`src/rtl/ddm_pkg.sv`:
```
// Shared types, constants and helper functions of the differential drive mixer.
`timescale 1ns / 1ps
`default_nettype none

package ddm_pkg;

  localparam int MAX_PWM_BITS = 12;
  localparam int MIN_PWM_BITS = 8;
  localparam int STICK_W      = 16;
  localparam int SPEED_W      = 12;
  localparam int CFG_IDX_W    = 3;
  localparam int CFG_DATA_W   = 16;

  // Divider sizing: |v - lo| < 2^16 times 2P < 2^13 stays below 2^29.
  localparam int NUM_W = 29;
  localparam int DEN_W = 16;

  // Pipeline stage indexes.
  localparam int STG_DIFF = 0;
  localparam int STG_MUL  = 1;
  localparam int STG_DIV0 = 2;
  localparam int STG_MAP  = NUM_W + 2;
  localparam int STG_OUT  = NUM_W + 3;
  localparam int DEPTH    = NUM_W + 4;

  typedef enum logic [1:0] {
    KIND_ARCADE = 2'd0,
    KIND_TANK   = 2'd1,
    KIND_STOP   = 2'd2
  } kind_e;

  typedef enum logic [1:0] {
    DIR_FORWARD = 2'd0,
    DIR_REVERSE = 2'd1,
    DIR_STOP    = 2'd2
  } dir_e;

  typedef enum logic [CFG_IDX_W-1:0] {
    CFG_FWD_MIN  = 3'd0,
    CFG_FWD_MAX  = 3'd1,
    CFG_LAT_MIN  = 3'd2,
    CFG_LAT_MAX  = 3'd3,
    CFG_PWM_BITS = 3'd4
  } cfg_idx_e;

  typedef struct packed {
    logic signed [STICK_W-1:0] lo;
    logic signed [STICK_W-1:0] hi;
  } rng_t;

  // PWM maximum: 2^bits - 1 with bits clamped into the supported range.
  function automatic logic [SPEED_W-1:0] pwm_max(input logic [3:0] bits);
    logic [3:0]         b;
    logic [SPEED_W:0]   one_sh;
    b = bits;
    if (b < 4'(MIN_PWM_BITS)) b = 4'(MIN_PWM_BITS);
    if (b > 4'(MAX_PWM_BITS)) b = 4'(MAX_PWM_BITS);
    one_sh = (SPEED_W+1)'(1) << b;
    return SPEED_W'(one_sh - (SPEED_W+1)'(1));
  endfunction

  // Saturate a wide signed value to the 16-bit stick range.
  function automatic logic signed [STICK_W-1:0] sat16(input logic signed [30:0] v);
    if (v > 31'sd32767) return 16'sh7fff;
    if (v < -31'sd32768) return 16'sh8000;
    return v[STICK_W-1:0];
  endfunction

endpackage

`default_nettype wire

```
`src/rtl/ddm_lane.sv`:
```
// One stick lane: offset, scale, pipelined restoring divide and re-center.
`timescale 1ns / 1ps
`default_nettype none

module ddm_lane
  import ddm_pkg::*;
(
  input  wire logic                      clk_i,
  input  wire logic [DEPTH-1:0]          ld_i,
  input  wire logic signed [STICK_W-1:0] stick_i,
  input  wire logic                      sel_i,
  input  wire rng_t                      rng0_i,
  input  wire rng_t                      rng1_i,
  input  wire logic [SPEED_W-1:0]        p_i,
  output logic signed [STICK_W-1:0]      mapped_o
);

  // Range-derived divisor terms, refreshed every cycle from configuration.
  logic [DEN_W-1:0] den_q [2];
  logic             neg_q [2];
  logic             empty_q [2];
  logic signed [STICK_W:0] rd0, rd1;

  assign rd0 = {rng0_i.hi[STICK_W-1], rng0_i.hi} - {rng0_i.lo[STICK_W-1], rng0_i.lo};
  assign rd1 = {rng1_i.hi[STICK_W-1], rng1_i.hi} - {rng1_i.lo[STICK_W-1], rng1_i.lo};

  always_ff @(posedge clk_i) begin
    den_q[0]   <= rd0[STICK_W] ? DEN_W'(-rd0) : DEN_W'(rd0);
    den_q[1]   <= rd1[STICK_W] ? DEN_W'(-rd1) : DEN_W'(rd1);
    neg_q[0]   <= rd0[STICK_W];
    neg_q[1]   <= rd1[STICK_W];
    empty_q[0] <= (rd0 == '0);
    empty_q[1] <= (rd1 == '0);
  end

  // Offset stage.
  logic signed [STICK_W-1:0] lo;
  logic signed [STICK_W:0]   diff;
  logic [DEN_W-1:0]          a_mag_q;
  logic                      a_ns_q, a_sel_q;

  assign lo   = sel_i ? rng1_i.lo : rng0_i.lo;
  assign diff = {stick_i[STICK_W-1], stick_i} - {lo[STICK_W-1], lo};

  always_ff @(posedge clk_i) begin
    if (ld_i[STG_DIFF]) begin
      a_mag_q <= diff[STICK_W] ? DEN_W'(-diff) : DEN_W'(diff);
      a_ns_q  <= diff[STICK_W];
      a_sel_q <= sel_i;
    end
  end

  // Scale stage: |v - lo| * 2P.
  logic [NUM_W-1:0] b_num_q;
  logic             b_ns_q, b_sel_q;

  always_ff @(posedge clk_i) begin
    if (ld_i[STG_MUL]) begin
      b_num_q <= NUM_W'(a_mag_q) * NUM_W'({p_i, 1'b0});
      b_ns_q  <= a_ns_q;
      b_sel_q <= a_sel_q;
    end
  end

  // Restoring divider, one quotient bit per stage; the numerator shifts out
  // as the quotient shifts in.
  logic [DEN_W-1:0] rem_q [NUM_W];
  logic [NUM_W-1:0] nq_q  [NUM_W];
  logic             ns_q  [NUM_W];
  logic             sel_q [NUM_W];

  for (genvar j = 0; j < NUM_W; j++) begin : g_div
    logic [DEN_W-1:0] rem_in;
    logic [NUM_W-1:0] nq_in;
    logic             ns_in, sel_in;
    logic [DEN_W:0]   t, t_sub;
    logic             ge;

    if (j == 0) begin : g_first
      assign rem_in = '0;
      assign nq_in  = b_num_q;
      assign ns_in  = b_ns_q;
      assign sel_in = b_sel_q;
    end else begin : g_next
      assign rem_in = rem_q[j-1];
      assign nq_in  = nq_q[j-1];
      assign ns_in  = ns_q[j-1];
      assign sel_in = sel_q[j-1];
    end

    assign t     = {rem_in, nq_in[NUM_W-1]};
    assign t_sub = t - {1'b0, den_q[sel_in]};
    assign ge    = (t >= {1'b0, den_q[sel_in]});

    always_ff @(posedge clk_i) begin
      if (ld_i[STG_DIV0 + j]) begin
        rem_q[j] <= ge ? t_sub[DEN_W-1:0] : t[DEN_W-1:0];
        nq_q[j]  <= {nq_in[NUM_W-2:0], ge};
        ns_q[j]  <= ns_in;
        sel_q[j] <= sel_in;
      end
    end
  end

  // Re-center: apply the quotient sign, subtract P and saturate.
  logic [NUM_W-1:0]  q;
  logic              f_sel, qsign;
  logic signed [30:0] qe, pe, s;
  logic signed [STICK_W-1:0] c_q;

  assign q     = nq_q[NUM_W-1];
  assign f_sel = sel_q[NUM_W-1];
  assign qsign = ns_q[NUM_W-1] ^ neg_q[f_sel];
  assign qe    = 31'(q);
  assign pe    = 31'(p_i);
  assign s     = qsign ? -(qe + pe) : (qe - pe);

  always_ff @(posedge clk_i) begin
    if (ld_i[STG_MAP]) begin
      c_q <= empty_q[f_sel] ? '0 : sat16(s);
    end
  end

  assign mapped_o = c_q;

endmodule

`default_nettype wire

```
`config.mk`:
```
export PLATFORM = sky130hd
export DESIGN_NAME = ddm_lane
export DESIGN_NICKNAME = d
export VERILOG_FILES = /design/src/rtl/ddm_pkg.sv /design/src/rtl/ddm_lane.sv
export SDC_FILE = /design/constraint.sdc
export NUM_CORES = 2
export LEC_CHECK = 0
export ABC_CLOCK_PERIOD_IN_PS = 8300
export BUFFER_PORTS_ARGS = -buffer_cell sky130_fd_sc_hd__buf_4
export CORE_AREA = 2 2 561 563
export DETAILED_ROUTE_END_ITERATION = 7
export DIE_AREA = 0 0 563 565
export GPL_TIMING_DRIVEN = 0
export PLACE_DENSITY = 0.53
export SETUP_SLACK_MARGIN = 0.05
export SKIP_CTS_REPAIR_TIMING = 1
export SLEW_MARGIN = 25
export SYNTH_ARGS = -nofsm -noshare
export SYNTH_HDL_FRONTEND = slang
export SYNTH_SLANG_ARGS = --single-unit
```
`constraint.sdc`:
```
create_clock -name clk_i -period 8.3 [get_ports clk_i]
set_input_delay 0.83 -clock clk_i [delete_from_list [all_inputs] [get_ports clk_i]]
set_output_delay 0.83 -clock clk_i [all_outputs]
set_load 0.02 [all_outputs]
```
==> impl_metrics.env <==
export IMPL_syn_avg_cell_area_sq_um=12.1
export IMPL_crit_required_ns=8.85
export IMPL_critPathCaptureType="flip-flop"
export IMPL_synthTopCellsByArea="edfxtp_1 (49%), ha_1 (9.5%), mux2i_1 (6.1%)"
export IMPL_antenna_found_initial=31
export IMPL_hold_violations=0
export IMPL_hold_slack_ns=0.191
export IMPL_cp_start_kind="input port"
export IMPL_drtPass1Iterations=5
export IMPL_cts_root_buf="clkbuf_16"
export IMPL_drc=0
export IMPL_timing_final_crit_period_ns=7.75
export IMPL_grt_use_total_pct=16.3
export IMPL_die_y_um=565
export IMPL_clock_path_buffers=4
export IMPL_core_area_sq_mm=0.311
export IMPL_synth_cell_types=80
export IMPL_finClkSkew_ns=0.0486
export IMPL_critPathMaxStageDelay_ns=0.75
export IMPL_max_cap_viol_count=0
export IMPL_synth_main_ff_cell="edfxtp_1"
export IMPL_critPathKind="input port to flip-flop"
export IMPL_final_cell_area_sq_mm=0.0958
export IMPL_io_pins=143
export IMPL_syn_area_sq_mm=0.0839
export IMPL_dpl_hpwl_um=194000
export IMPL_antenna_left=0
export IMPL_dieArea_sq_mm=0.318
export IMPL_synth_top_cell_by_area="edfxtp_1"
export IMPL_synthCells=6912
export IMPL_grt_max_degree=47
export IMPL_crit_slowest_cell="o41ai_1"
export IMPL_fp_dieW_um=563
export IMPL_drive_above_1_share_pct=11.6
export IMPL_via_per_inst=4.86
export IMPL_setup_viol=0
export IMPL_grt_pass1_vias=55824
export IMPL_cp_num_buf_inv=5
export IMPL_synthXorXnorAreaFrac_pct=4.43
export IMPL_synth_warnings=0
export IMPL_cp_depth=23
export IMPL_insertion_delay_ns=0.85
export IMPL_cpLargestDelayFamily="adder cells"
export IMPL_critPathArrivalTime_ns=8.30
export IMPL_min_path_type="input port to flip-flop"
export IMPL_r2r_slack_ns=0.59
export IMPL_grt_setup_unrepaired="no"
export IMPL_synth_adder_area_share_pct=13.6
export IMPL_period_share_pct=93.4
export IMPL_tightest_slew_ns=1.25
export IMPL_slew_headroom_pct=16.7
export IMPL_r2r_start="a_mag_q[4]"
export IMPL_synth_edff_count=1383
export IMPL_finalMaxSlewViolations=0
export IMPL_synth_seq_area_share_pct=50.4
export IMPL_fmax_mhz=129
export IMPL_path_cells="clkbuf_1, clkbuf_1, nand2_1, fa_1, fa_1, inv_1, ha_1, fa_1, inv_1, fa_1, inv_1, ha_1, o21a_1, o31a_1, o2111ai_1, a31oi_1, o41ai_1, nor2_1, nor2_1, a211oi_1, a2111oi_0, a21oi_1, xor2_1"
export IMPL_gp_congestion=0.930
export IMPL_synth_top_area_share_pct=49.5
export IMPL_clkTransAtPathRegs_ns=0.06
export IMPL_path_max_fanout=10
export IMPL_crit_end="b_num_q[27]"
export IMPL_status="complete, no violations"
export IMPL_cts_buffers_inserted=163
export IMPL_start_util_pct=26.9
export IMPL_synthMuxAreaShare_pct=10.6
export IMPL_critPathMostFrequentCell="fa_1"
export IMPL_ys_async_sr_fraction_pct=0
export IMPL_syn_num_nets=7845
export IMPL_grt_overflow_total=0
export IMPL_grt_first_pass_wirelength_um=381000
export IMPL_clock_sinks=1420
export IMPL_yosys_area_share_simple_pct=9.26
export IMPL_place_area_sq_mm=0.0905
export IMPL_synth_compound_area_share_pct=8.43
export IMPL_ys_ff_latch=1420
export IMPL_reg2reg_depth=22
export IMPL_startpoint="p_i[5]"
export IMPL_via_count=55863
export IMPL_wl_per_cell_um=22.9
export IMPL_io_buffers=137
export IMPL_num_rows=205
export IMPL_cts_tree="built"
export IMPL_syn_to_final_growth_pct=14.1
export IMPL_nNetsFinal=8160
export IMPL_htree_levels=4
export IMPL_drt_first_iter_violations=4569
export IMPL_r2r_end="b_num_q[27]"
export IMPL_synth_top_family_by_area="adder cells"
export IMPL_wl_um=263000
[routing by layer]
metal  global-route usage (%)  wire length, um  up-vias
li1                         -                -    26095
met1                     21.6           116000    27575
met2                     26.7           122000     1713
met3                     2.40            14600      474
met4                     6.30            11000        6
met5                        0               34        -
[kinds of logic after synthesis]
logic type / after synthesis
simple gates: 1576
fa+ha+maj: 806
mux: 850
flops: 1420
compound gates: 1103
buf+inv: 733
xor+xnor: 424
[flip-flops by register name, summed over array words and instances, names as in the netlist, 16 cells and up, named ones only]
signal / count
nq_q: 813
rem_q: 448
den_q: 32
ns_q: 29
sel_q: 29
b_num_q: 28
a_mag_q: 16
mapped_o: 16
[stage by stage]
step / setup TNS, ns / util (%) / std cells / setup WS, ns
finish: 0 / 30.8 / 11502 / 0.548
global route: 0 / 30.8 / 11494 / 0.219
CTS: 0 / 30.7 / 11489 / 0.525
detailed placement: -0.344 / 29.1 / 11201 / -0.322
global placement: -0.545 / 28.9 / 11189 / -0.442
floorplan: 0 / - / 6912 / 1.61
[cells in the final DEF (no fill, tap or decap), types with 99 or more instances in the layout]
| cell type | n |
|---|---|
| xor2_1 | 99 |
| ha_1 | 634 |
| xnor2_1 | 324 |
| nand2_1 | 364 |
| edfxtp_1 | 1383 |
| clkbuf_1 | 175 |
| nand4_1 | 120 |
| inv_1 | 471 |
| nor2_1 | 407 |
| mux2i_1 | 508 |
| nor2b_1 | 124 |
| a21oi_1 | 327 |
| o21ai_0 | 238 |
| mux2_2 | 339 |
| buf_4 | 138 |
| fa_1 | 172 |
| nor3_1 | 147 |
| clkbuf_16 | 165 |
[final cells by class]
| class | instances | area, sq um |
|---|---|---|
| antenna | 12 | 30.0 |
| inverter | 474 | 1780 |
| buffer | 259 | 1070 |
| sequential | 1420 | 42300 |
| multi-input combinational | 4759 | 38900 |
| tap | 4140 | 5180 |
| clock buffer | 201 | 4310 |
| fill | 31417 | 216000 |
| clock inverter | 87 | 961 |
| timing repair buffer | 150 | 1260 |
[synth_stat cells (39+ instances only)]
cell type and count:
fa_1 172, nand2b_1 60, o21ai_0 238, a211oi_1 39, a21o_1 85, mux2_2 339
edfxtp_1 1383, nand4_1 120, inv_1 471, o21a_1 88, a21boi_0 39, nor2b_1 124
nor4_1 51, and2_1 94, xor2_1 99, a21oi_1 328, nand2_1 364, nor2_1 407
buf_1 50, ha_1 634, xnor2_1 325, mux2i_1 511, nand3_1 70, a31oi_1 46
clkbuf_1 200, nor3_1 148
[how the worst min path moves through the flow]
stage | cells after the start | end | slack (ns) | start
after floorplan | 0 | b_ns_q | 0.40 | a_ns_q
final | 1 | a_sel_q | 0.19 | sel_i
after global routing | 1 | a_sel_q | 0.15 | sel_i
after global placement | 0 | nq_q[0][293] | 0.40 | nq_q[0][263]
after detailed placement | 0 | nq_q[0][105] | 0.40 | nq_q[0][75]
after CTS | 1 | a_sel_q | 0.12 | sel_i
Power is left out: the tool's default activity adds up to more than one toggle a clock period on the data nets, which glitch-free logic cannot reach.
