`config.mk`:
```
export PLATFORM = sky130hd
export DESIGN_NAME = ddm_mix
export DESIGN_NICKNAME = d
export VERILOG_FILES = /design/src/rtl/ddm_pkg.sv /design/src/rtl/ddm_mix.sv
export SDC_FILE = /design/constraint.sdc
export NUM_CORES = 1
export LEC_CHECK = 0
export BUFFER_PORTS_ARGS = -buffer_cell sky130_fd_sc_hd__buf_2
export CORE_UTILIZATION = 45
export CTS_CLUSTER_SIZE = 28
export DETAILED_ROUTE_END_ITERATION = 12
export PLACE_DENSITY = 0.7
export SYNTH_ARGS = -nofsm -noshare
export SYNTH_HDL_FRONTEND = slang
export SYNTH_SLANG_ARGS = --single-unit
```
`constraint.sdc`:
```
create_clock -name clk_i -period 8.6 [get_ports clk_i]
set_input_delay 1.72 -clock clk_i [delete_from_list [all_inputs] [get_ports clk_i]]
set_output_delay 1.72 -clock clk_i [all_outputs]
set_load 0.1 [all_outputs]
```
`src/rtl/ddm_pkg.sv`:
```
// Shared types, constants and helper functions of the differential drive mixer.
`timescale 1ns / 1ps
`default_nettype none

package ddm_pkg;

  localparam int MAX_PWM_BITS = 12;
  localparam int MIN_PWM_BITS = 8;
  localparam int STICK_W      = 16;
  localparam int SPEED_W      = 12;
  localparam int CFG_IDX_W    = 3;
  localparam int CFG_DATA_W   = 16;

  // Divider sizing: |v - lo| < 2^16 times 2P < 2^13 stays below 2^29.
  localparam int NUM_W = 29;
  localparam int DEN_W = 16;

  // Pipeline stage indexes.
  localparam int STG_DIFF = 0;
  localparam int STG_MUL  = 1;
  localparam int STG_DIV0 = 2;
  localparam int STG_MAP  = NUM_W + 2;
  localparam int STG_OUT  = NUM_W + 3;
  localparam int DEPTH    = NUM_W + 4;

  typedef enum logic [1:0] {
    KIND_ARCADE = 2'd0,
    KIND_TANK   = 2'd1,
    KIND_STOP   = 2'd2
  } kind_e;

  typedef enum logic [1:0] {
    DIR_FORWARD = 2'd0,
    DIR_REVERSE = 2'd1,
    DIR_STOP    = 2'd2
  } dir_e;

  typedef enum logic [CFG_IDX_W-1:0] {
    CFG_FWD_MIN  = 3'd0,
    CFG_FWD_MAX  = 3'd1,
    CFG_LAT_MIN  = 3'd2,
    CFG_LAT_MAX  = 3'd3,
    CFG_PWM_BITS = 3'd4
  } cfg_idx_e;

  typedef struct packed {
    logic signed [STICK_W-1:0] lo;
    logic signed [STICK_W-1:0] hi;
  } rng_t;

  // PWM maximum: 2^bits - 1 with bits clamped into the supported range.
  function automatic logic [SPEED_W-1:0] pwm_max(input logic [3:0] bits);
    logic [3:0]         b;
    logic [SPEED_W:0]   one_sh;
    b = bits;
    if (b < 4'(MIN_PWM_BITS)) b = 4'(MIN_PWM_BITS);
    if (b > 4'(MAX_PWM_BITS)) b = 4'(MAX_PWM_BITS);
    one_sh = (SPEED_W+1)'(1) << b;
    return SPEED_W'(one_sh - (SPEED_W+1)'(1));
  endfunction

  // Saturate a wide signed value to the 16-bit stick range.
  function automatic logic signed [STICK_W-1:0] sat16(input logic signed [30:0] v);
    if (v > 31'sd32767) return 16'sh7fff;
    if (v < -31'sd32768) return 16'sh8000;
    return v[STICK_W-1:0];
  endfunction

endpackage

`default_nettype wire

```
`src/rtl/ddm_mix.sv`:
```
// Merge stage: combines the two mapped sticks per mode and forms motor outputs.
`timescale 1ns / 1ps
`default_nettype none

module ddm_mix
  import ddm_pkg::*;
(
  input  wire logic                      clk_i,
  input  wire logic                      ld_i,
  input  wire logic [1:0]                kind_i,
  input  wire logic                      flip_i,
  input  wire logic signed [STICK_W-1:0] m0_i,
  input  wire logic signed [STICK_W-1:0] m1_i,
  input  wire logic [SPEED_W-1:0]        p_i,
  output logic [SPEED_W-1:0]             left_duty_o,
  output logic [1:0]                     left_dir_o,
  output logic [SPEED_W-1:0]             right_duty_o,
  output logic [1:0]                     right_dir_o
);

  function automatic logic [SPEED_W-1:0] speed_of(input logic signed [STICK_W-1:0] v,
                                                  input logic [SPEED_W-1:0] p);
    logic [STICK_W:0] mag;
    mag = v[STICK_W-1] ? (STICK_W+1)'(-{v[STICK_W-1], v}) : (STICK_W+1)'(v);
    return (mag > (STICK_W+1)'(p)) ? p : SPEED_W'(mag);
  endfunction

  logic signed [STICK_W-1:0] plus, minus, left, right;
  logic                      stop;

  assign plus  = sat16(31'(m1_i) + 31'(m0_i));
  assign minus = sat16(31'(m1_i) - 31'(m0_i));

  always_comb begin
    left  = '0;
    right = '0;
    stop  = 1'b0;
    case (kind_e'(kind_i))
      KIND_ARCADE: begin
        left  = flip_i ? minus : plus;
        right = flip_i ? plus : minus;
      end
      KIND_TANK: begin
        left  = flip_i ? m1_i : m0_i;
        right = flip_i ? m0_i : m1_i;
      end
      default: begin
        stop = 1'b1;
      end
    endcase
  end

  always_ff @(posedge clk_i) begin
    if (ld_i) begin
      if (stop) begin
        left_duty_o  <= '0;
        right_duty_o <= '0;
        left_dir_o   <= DIR_STOP;
        right_dir_o  <= DIR_STOP;
      end else begin
        left_duty_o  <= speed_of(left, p_i);
        right_duty_o <= speed_of(right, p_i);
        left_dir_o   <= left[STICK_W-1] ? DIR_REVERSE : DIR_FORWARD;
        right_dir_o  <= right[STICK_W-1] ? DIR_REVERSE : DIR_FORWARD;
      end
    end
  end

endmodule

`default_nettype wire

```
==> run metrics, run 1 <==
Synth cell types=90; Setup Buffers After CTS=0; Die Area=roughly 13,000 um2; Post-synth ARST share=0%; worst endpoint required time=~8.6 ns; post-route ant nets=0; sequential cell area=811 um2; Vias/cell=6.20; H-tree Lvls=1; wire length per cell=approximately 19 um; CTS Buffer Depth=2; Pwr Density=between 150 and 200 nW/um2; achievable frequency=~0.12 GHz; Synth top area share=14.2%; kind of critical path=input pin to flop; DP HPWL=approximately 15,000 um; Worst path top cell family by delay=compound AO/OA/AOI/OAI gates; Ports=77; placed cells=about 930; Root Driver=clkbuf_16; Main synth FF type=edfxtp_1; Post-CTS Resized=0; gr busiest metal=met2; GRT Total Usage=a little over a quarter; Final min period=around 8 ns; initial core utilization=a little under half; peak supply drop=roughly 0.000081 V; Syn Inst Count=715; area of the multi-input gates=between 4000 and 5000 um2; post-synthesis sequential area ratio=approximately 14%; CP Max Fanout=12; floorplan core area=between 10,000 and 15,000 um2; relative slew slack=a little under two fifths; RSZ-0062 raised after global routing=no; Worst Setup EP=left_duty_o[7]; share of layout cells above drive strength 1=approximately 18%; CTS tree=done; total CTS buffers=3; # DRC=0; TritonRoute pass-1 iters=5; Setup TNS=0 ns; Hold/Removal Path Class=input pin to flop; largest net degree at the start of global routing=44; Leak=2.79 nW; Syn Area/Cell=between 7 and 8 um2; global-route wire length before repair=28,100 um; max-cap violation count=0; met3 usage=under 10%; status=finished, final reports clean; Hold Buf Count CTS=0; Final setup viols=0; Area growth syn-to-layout=10.0%; Setup crit start=m0_i[9]; Yosys warning total=0; Iter 0 DRT Violations=540; fin crit share=93.2%; Synth Cell Area=roughly 5700 um2; Layout fillers=between 1,000 and 1,500; via count=5,820; EDFF count, synth=27; # rows=40; global-route track usage on met1=roughly 34%; global placement routability congestion=0.961; synth top area cells=edfxtp_1, ha_1, xnor2_1, nor2_1, a21oi_1; Crit. path cell count=27; final hold vios=0; final WL=around 18,000 um; Slowest cell on crit path=or4_4; worst path arrival time=between 8 and 9 ns; Net Count, Synth=slightly above 800; global route overflow=0; GR Layer Usage met2=between 40% and 50%; CP startpoint kind=input pin; initial antenna violation count=0; fin cells=about 940; Least-Margin Pin Slew=between 0.9 and 1 ns; Crit path largest cell delay=around 0.57 ns; largest area contributor in the netlist=edfxtp_1; vias in the first global route=5,443; n_diodes=0; Die X=about 110 um; Yosys reg bits=27; Die Span Y=114 um; CTS Sinks=27; NumNets Final=880; WP buf/inv=5; Final Max Tran Viols=0; WHS Path Cells=3; Worst setup EP type=flop; clk slew on worst S/H paths=~0.070 ns; PortBufs=76
[how the worst min path moves through the flow]
stage                start         endpoint  slack [ns]
finish              p_i[0]  right_duty_o[0]        1.95
detailed placement  p_i[8]  right_duty_o[8]        2.22
CTS                 p_i[0]  right_duty_o[0]        1.95
global route        p_i[0]  right_duty_o[0]        1.97
global placement    p_i[6]  right_duty_o[6]        2.20
floorplan             ld_i    left_dir_o[0]        1.83
[metal layers]
metal | routed length (um) | vias up
met5 | 0 | -
met4 | 550 | 0
met3 | 902 | 43
met2 | 8420 | 239
met1 | 7940 | 2756
li1 | - | 2782
[kinds of logic (layout without fill, tap and decap cells)]
logic type               Yosys count  count (layout)  synth area share, %
XOR/XNOR                          46              46                 7.08
flip-flops                        27              27                 14.2
adder cells (fa/ha/maj)           64              64                 14.2
multiplexers                      51              51                 10.1
buffers and inverters             88             143                 6.57
AND/OR/NAND/NOR                  230             230                 21.2
AO/OA/AOI/OAI                    209             209                 26.7
[cell usage after synthesis, types with 5 or more instances]
library cell,count
mux2_4,9
o21ai_0,28
a311oi_1,6
nand3_1,13
nor3_1,18
mux2i_1,25
nor2_1,72
mux2_2,8
and3_1,7
nand4_1,12
a211o_1,5
buf_2,11
nand2_1,48
ha_1,58
inv_1,50
o31ai_1,6
xor2_1,9
nand2b_1,16
a211oi_1,10
mux2_1,9
edfxtp_1,27
o211ai_1,10
a21oi_1,51
and2_1,7
xnor2_1,37
a21o_1,11
o221ai_1,5
nor2b_1,8
a31oi_1,15
clkbuf_1,16
[flip-flops by register name, indices dropped and copies added (netlist names)]
register	count
right_dir_o	1
left_duty_o	12
right_duty_o	12
left_dir_o	2
[report_power, final]
group          total (mW)  internal, mW  switching [mW]
clock               0.109        0.0629          0.0458
combinational       0.710         0.232           0.478
sequential          0.175         0.171         0.00440
[stage by stage]
| stage | utilization, % | hold slack (ns) | area, um2 | power, mW | setup slack [ns] |
|---|---|---|---|---|---|
| 4_1_cts | 51.5 | 1.95 | 6260 | 0.984 | 0.680 |
| 3_5_place_dp | 50.8 | 2.22 | 6180 | 0.876 | 0.429 |
| 2_1_floorplan | - | 1.83 | 5690 | 0.726 | 1.43 |
| 6_report | 51.5 | 1.95 | 6260 | 0.994 | 0.584 |
| 5_1_grt | 51.5 | 1.97 | 6260 | 1.05 | 0.132 |
| 3_3_place_gp | 50.8 | 2.20 | 6180 | 0.866 | 0.597 |
[placed cells by master, fill, tap and decap left out, types with 5 or more instances in the layout]
cell type,count
o221ai_1,5
ha_1,58
nand2b_1,16
nand2_1,48
a21oi_1,51
nand3_1,13
a211o_1,5
nor3_1,18
a31oi_1,15
mux2i_1,25
a211oi_1,10
o31ai_1,6
o211ai_1,10
mux2_2,8
and3_1,7
inv_1,50
mux2_1,9
buf_2,76
nor2_1,72
xnor2_1,37
edfxtp_1,27
a311oi_1,6
and2_1,7
a21o_1,11
o21ai_0,28
nor2b_1,8
buf_4,10
xor2_1,9
nand4_1,12
mux2_4,9
[area by class of cell]
cell class                      instances  area share [%]
Tap cell                              168            3.36
Clock buffer                            3            1.20
Multi-Input combinational cell        600            72.0
Sequential cell                        27            12.9
Inverter                               53            3.18
Clock inverter                          1          0.0799
Timing Repair Buffer                   86            7.27
Power figures use the tool's default switching activity.
==> inputs of run 2 (changes only) <==
--- a/config.mk
+++ b/config.mk
@@ -8,4 +8,5 @@
 export BUFFER_PORTS_ARGS = -buffer_cell sky130_fd_sc_hd__buf_2
 export CORE_UTILIZATION = 45
+export CTS_BUF_LIST = sky130_fd_sc_hd__clkbuf_16
 export CTS_CLUSTER_SIZE = 28
 export DETAILED_ROUTE_END_ITERATION = 12
==> constraint.sdc (replaced) <==
create_clock -name clk_i -period 8.6 [get_ports clk_i]
set_input_delay 0.43 -clock clk_i [delete_from_list [all_inputs] [get_ports clk_i]]
set_output_delay 0.43 -clock clk_i [all_outputs]
set_load 0.1 [all_outputs]
==> run 2 against run 1 <==
  * Combinational power about the same
  * Critical path type unchanged
  * Non-clock buffer count shrank 7
  * Largest power group unchanged
  * Largest cell class unchanged
  * Die area unchanged
==> run metrics, run 2 (synthesized netlist as in run 1, its figures left out) <==
status=finished, final reports clean; relative slew slack=20.6% (-17 points); max-cap violation count=0 (unchanged); CTS tree=done; via count=5,837 (+0.29%); Hold Buf Count CTS=0 (unchanged); Crit path largest cell delay=0.58 ns (about the same); # rows=40 (unchanged); kind of critical path=input pin to flop; Pwr Density=159 nW/um2 (+0.47%); CTS Sinks=27 (unchanged); total CTS buffers=3 (unchanged); Total Power=0.990 mW (-0.37%); NumNets Final=873 (-0.80%); # DRC=0 (unchanged); PortBufs=76 (unchanged); Iter 0 DRT Violations=644 (+19%); worst endpoint required time=8.62 ns (about the same); Ports=77 (unchanged); TritonRoute pass-1 iters=6 (+1); Die Span Y=114 um (unchanged); final hold vios=0 (unchanged); initial core utilization=46.8% (unchanged); floorplan core area=12,200 um2 (unchanged); Slowest cell on crit path=or4_4; CP Max Fanout=12 (unchanged); Final setup viols=0 (unchanged); final WL=18,000 um (+1.1%); GRT Total Usage=27.7% (+0.78 points); Area growth syn-to-layout=9.10%; post-route ant nets=0 (unchanged); most common cell after layout, fill and taps aside=buf_2; Worst setup EP type=flop; achievable frequency=0.145 GHz (+16%); WP buf/inv=5 (unchanged); Root Driver=clkbuf_16; Hold/Removal Path Class=input pin to flop; most frequent cells in the layout=buf_2, nor2_1, ha_1, a21oi_1, inv_1; Setup TNS=0 ns (unchanged); worst hold path endpoint=left_duty_o[0]; global placement routability congestion=0.993 (+3.4%); fin crit share=80.4% (-13 points); Post-CTS Resized=0 (unchanged); CP startpoint kind=input pin; Worst path top cell family by delay=compound AO/OA/AOI/OAI gates; Die Area=13,100 um2 (unchanged); worst path arrival time=6.93 ns (-1.11 ns); Die X=114 um (unchanged); clk slew on worst S/H paths=0.07 ns (about the same); RSZ-0062 raised after global routing=no; vias in the first global route=5,746 (+5.6%); peak supply drop=0.0000789 V (-3.1%); beginning of the worst hold path=p_i[0]; Vias/cell=6.27 (+1.0%); DP HPWL=14,800 um (+1.1%); global-route wire length before repair=28,800 um (+2.5%); Least-Margin Pin Slew=1.16 ns (+0.248 ns); top flop regs=left_duty_o (12), right_duty_o (12), left_dir_o (2); WHS Path Cells=3 (unchanged); fin cells=931 (-0.75%); initial antenna violation count=0 (unchanged); Final min period=6.91 ns (-1.10 ns); global route overflow=0 (unchanged); Leak=2.75 nW (-1.2%); wire length per cell=19.3 um (+1.9%); largest net degree at the start of global routing=31 (-30%); H-tree Lvls=1 (unchanged); Setup Buffers After CTS=0 (unchanged); n_diodes=0 (unchanged); placed cells=927 (-0.75%); Final Max Tran Viols=0 (unchanged); CTS Buffer Depth=2 (unchanged); share of layout cells above drive strength 1=16.8% (-0.76 points)
run 2: how the worst max path moves through the flow:
stage | from | endpoint | slack [ns] | cells after the start
floorplan | m0_i[6] | left_duty_o[10] | 2.72 | 28
global placement | m0_i[6] | left_duty_o[8] | 1.57 | 27
detailed placement | m0_i[9] | left_duty_o[4] | 1.44 | 27
CTS | m0_i[6] | left_duty_o[8] | 1.73 | 27
global route | m0_i[9] | left_duty_o[4] | 1.31 | 27
finish | m0_i[10] | left_duty_o[8] | 1.69 | 27
run 2: layer usage:
layer	share of wire [%]	vias up	global-route usage, %	routed length (um)
met1	43	2726	35.3	7680
met4	4.3	0	12.1	777
met3	7.1	55	1.75	1290
met2	46	296	48.0	8270
li1	-	2760	-	-
met5	0	-	0	0
run 2: final cells by class:
class / instances / area [um2]
Clock inverter: 1 / 5.00
Fill cell: 1151 / 5950
Tap cell: 168 / 210
Multi-Input combinational cell: 600 / 4510
Timing Repair Buffer: 79 / 403
Inverter: 53 / 199
Clock buffer: 3 / 75.1
Sequential cell: 27 / 811
run 2: tightest hold or removal path: stages:
cell,delay (ns)
buf_2,0.11
nand2b_1,0.09
mux2i_1,0.14
run 2: power breakdown:
part	internal (mW)	leakage (nW)	switching, mW
Sequential	0.171	0.261	0.00419
Combinational	0.227	2.45	0.479
Clock	0.0629	0.0409	0.0458
Total	0.461	2.75	0.529
run 2: metrics by stage:
step                area [um2]  setup WS, ns  utilization [%]  hold slack, ns
finish                    6210          1.69             51.1           0.623
global route              6210          1.31             51.1           0.655
CTS                       6210          1.73             51.1           0.633
detailed placement        6130          1.44             50.4           0.900
global placement          6130          1.57             50.4           0.913
floorplan                 5690          2.72                -           0.542
==> inputs of run 3 (changes only) <==
ABC_AREA = 1   (was unset)
PLACE_DENSITY = 0.69   (was 0.7)
clock period = 6.9 ns   (was 8.6 ns; I/O delays follow)
==> run 3 against run 2 <==
  * Final area up 6.1%
  * Count of clock-buffer cells in the layout stayed put
  * Hold slack got worse by 0.32 ns
  * Sequential power rose by 21%
  * Non-clock buffer count is 1 higher
  * Synthesized area increased by 9.1%
  * Via count increased by 7.8%
  * Worst setup slack got worse by 0.076 ns
  * Critical path type unchanged
==> run metrics, run 3 <==
status=finished, final reports clean; Syn Inst Count=1,000 (+40%); CTS tree=done; Yosys warning total=0 (unchanged); Final Max Tran Viols=0 (unchanged); GRT Total Usage=23.5% (-4.1 points); CTS Sinks=27 (unchanged); Vias/cell=5.18 (-17%); Total Power=1.22 mW (+23%); worst endpoint required time=6.92 ns (-1.70 ns); sequential cell area=811 um2 (unchanged); Synth cell types=45 (-50%); Comb pwr share=71.4% (about the same); final hold vios=0 (unchanged); switch share=56.4% (+3.0 points); global route overflow=0 (unchanged); Worst path top cell family by delay=simple AND/OR/NAND/NOR gates; Crit path top cell by count=nand2_1; Crit path largest cell delay=0.40 ns (-0.18 ns); Layout fillers=1,485 (+29%); EDFF count, synth=27 (unchanged); global-route wire length before repair=27,300 um (-5.1%); Post-synth ARST share=0% (unchanged); global placement routability congestion=0.908 (-8.6%); total CTS buffers=3 (unchanged); Die Span Y=120 um (+4.4%); Post-DP Area=6510 um2 (+6.2%); NumNets Final=1,149 (+32%); peak supply drop=0.0000819 V (+3.8%); Die Area=14,300 um2 (+9.0%); final WL=16,800 um (-6.5%); Commonest cells post-synth=nand2_1, nand3_1, inv_1; Pwr Density=184 nW/um2 (+16%); kind of critical path=input pin to flop; Syn Area/Cell=6.21 um2 (-22%); Fin Hold WS=0.304 ns (-0.319 ns); TritonRoute pass-1 iters=5 (-1); Net Count, Synth=1,109 (+35%); initial core utilization=46.6% (-0.26 points); Hold Buf Count CTS=0 (unchanged); share of layout cells above drive strength 1=20.3% (+3.5 points); most frequent cell after synthesis=nand2_1; n_diodes=0 (unchanged); pre-CTS WS=1.40 ns (-0.0405 ns); synth top area cells=nand2_1, edfxtp_1, ha_1, nand3_1, inv_1; Slowest cell on crit path=fa_1; vias in the first global route=5,688 (-1.0%); clock share of power=11.1% (about the same); Worst setup EP type=flop; # rows=42 (+5.0%); area of the multi-input gates=4550 um2 (+0.94%); largest net degree at the start of global routing=67 (+120%); setup ws final=1.61 ns (-0.0760 ns); achievable frequency=between 0.15 and 0.2 GHz; Leak=3.62 nW (+31%); Setup Buffers After CTS=0 (unchanged); Main synth FF type=edfxtp_1; Root Driver=clkbuf_16; post-route ant nets=0 (unchanged); CTS Buffer Depth=2 (unchanged); Least-Margin Pin Slew=0.859 ns (-0.303 ns); largest area contributor in the netlist=nand2_1; DP HPWL=13,600 um (-8.1%); top flop regs=left_duty_o (12), right_duty_o (12), left_dir_o (2); Ports=77 (unchanged); PortBufs=76 (unchanged); Sequential Power Share=17.5% (-0.2 points); initial antenna violation count=0 (unchanged); CP Max Fanout=30 (+18); floorplan core area=13,300 um2 (+9.8%); most common cell after layout, fill and taps aside=nand2_1; Final setup viols=0 (unchanged); H-tree Lvls=1 (unchanged); Iter 0 DRT Violations=491 (-24%); Area growth syn-to-layout=6.10%; clk slew on worst S/H paths=0.07 ns (about the same); Final Instance Area=6590 um2 (+6.1%); Yosys reg bits=27 (unchanged); most frequent cells in the layout=nand2_1, nand3_1, inv_1, nor2_1, buf_2; relative slew slack=42.1% (+22 points); worst path arrival time=5.30 ns (-1.63 ns); Synth top area share=15.2% (+0.92 points); wire length per cell=13.9 um (-28%); Post-CTS Resized=0 (unchanged); Final min period=around 5.3 ns; post-synthesis sequential area ratio=13.0% (-1.2 points); RSZ-0062 raised after global routing=no; CP startpoint kind=input pin; net load switching power=0.685 mW (+30%); # DRC=0 (unchanged); Hold/Removal Path Class=input pin to flop; fin crit share=roughly 77%; Die X=120 um (+4.4%); max-cap violation count=0 (unchanged); Synth Cell Area=6210 um2 (+9.1%); P_int=0.530 mW (+15%); Setup TNS=0 ns (unchanged); WP buf/inv=6 (+1); via count=6,292 (+7.8%)
==> run 3: cell count changes after synthesis, sizes merged, moves of 17 or more <==
cell,previous run,this run
nand2,48,297
nand3,14,126
inv,52,138
nor2,72,112
xnor2,37,4
xor2,9,37
mux2,26,0
mux2i,25,0
a21oi,52,69
==> run 3: path summary, 6_finish.rpt <==
check	slack, ns	to	start	cells past startpoint
hold / removal	0.30	left_dir_o[1]	kind_i[1]	1
setup / recovery	1.61	left_duty_o[3]	m1_i[0]	39
==> run 3: kinds of logic after synthesis <==
kind of cell | share of synthesized area (%)
flip-flops | 13.0
AO/OA/AOI/OAI | 10.9
adder cells (fa/ha/maj) | 12.3
buffers and inverters | 13.8
AND/OR/NAND/NOR | 44.2
XOR/XNOR | 5.78
==> run 3: layout make-up <==
type,instances,area share [%]
repair buffers,80,6.23
clock buffers,3,1.14
flip-flops and latches,27,12.3
clock inverters,1,0.0759
well taps,176,3.34
multi-input cells,790,69.0
inverters,138,7.90
==> run 3: layer usage <==
| metal | part of all wire, % | vias up | global-route usage (%) |
|---|---|---|---|
| li1 | - | 3277 | - |
| met1 | 47 | 2829 | 32.7 |
| met2 | 47 | 176 | 40.5 |
| met3 | 4.9 | 10 | 2.19 |
| met4 | 0.65 | 0 | 2.66 |
| met5 | 0 | - | 0 |
==> run 3: stage by stage <==
step,instances,utilization (%)
3_3_place_gp,1211,48.8
4_1_cts,1215,49.4
3_5_place_dp,1211,48.8
2_1_floorplan,1000,-
5_1_grt,1215,49.4
6_report,1215,49.4
==> run 3: power by group through the flow <==
stage	clock [mW]	sequential, mW	combinational [mW]
after detailed placement	0	0.216	0.858
after global placement	0	0.216	0.851
after CTS	0.134	0.213	0.864
after global routing	0.141	0.214	0.960
final	0.135	0.212	0.868
after floorplan	0	0.364	0.581
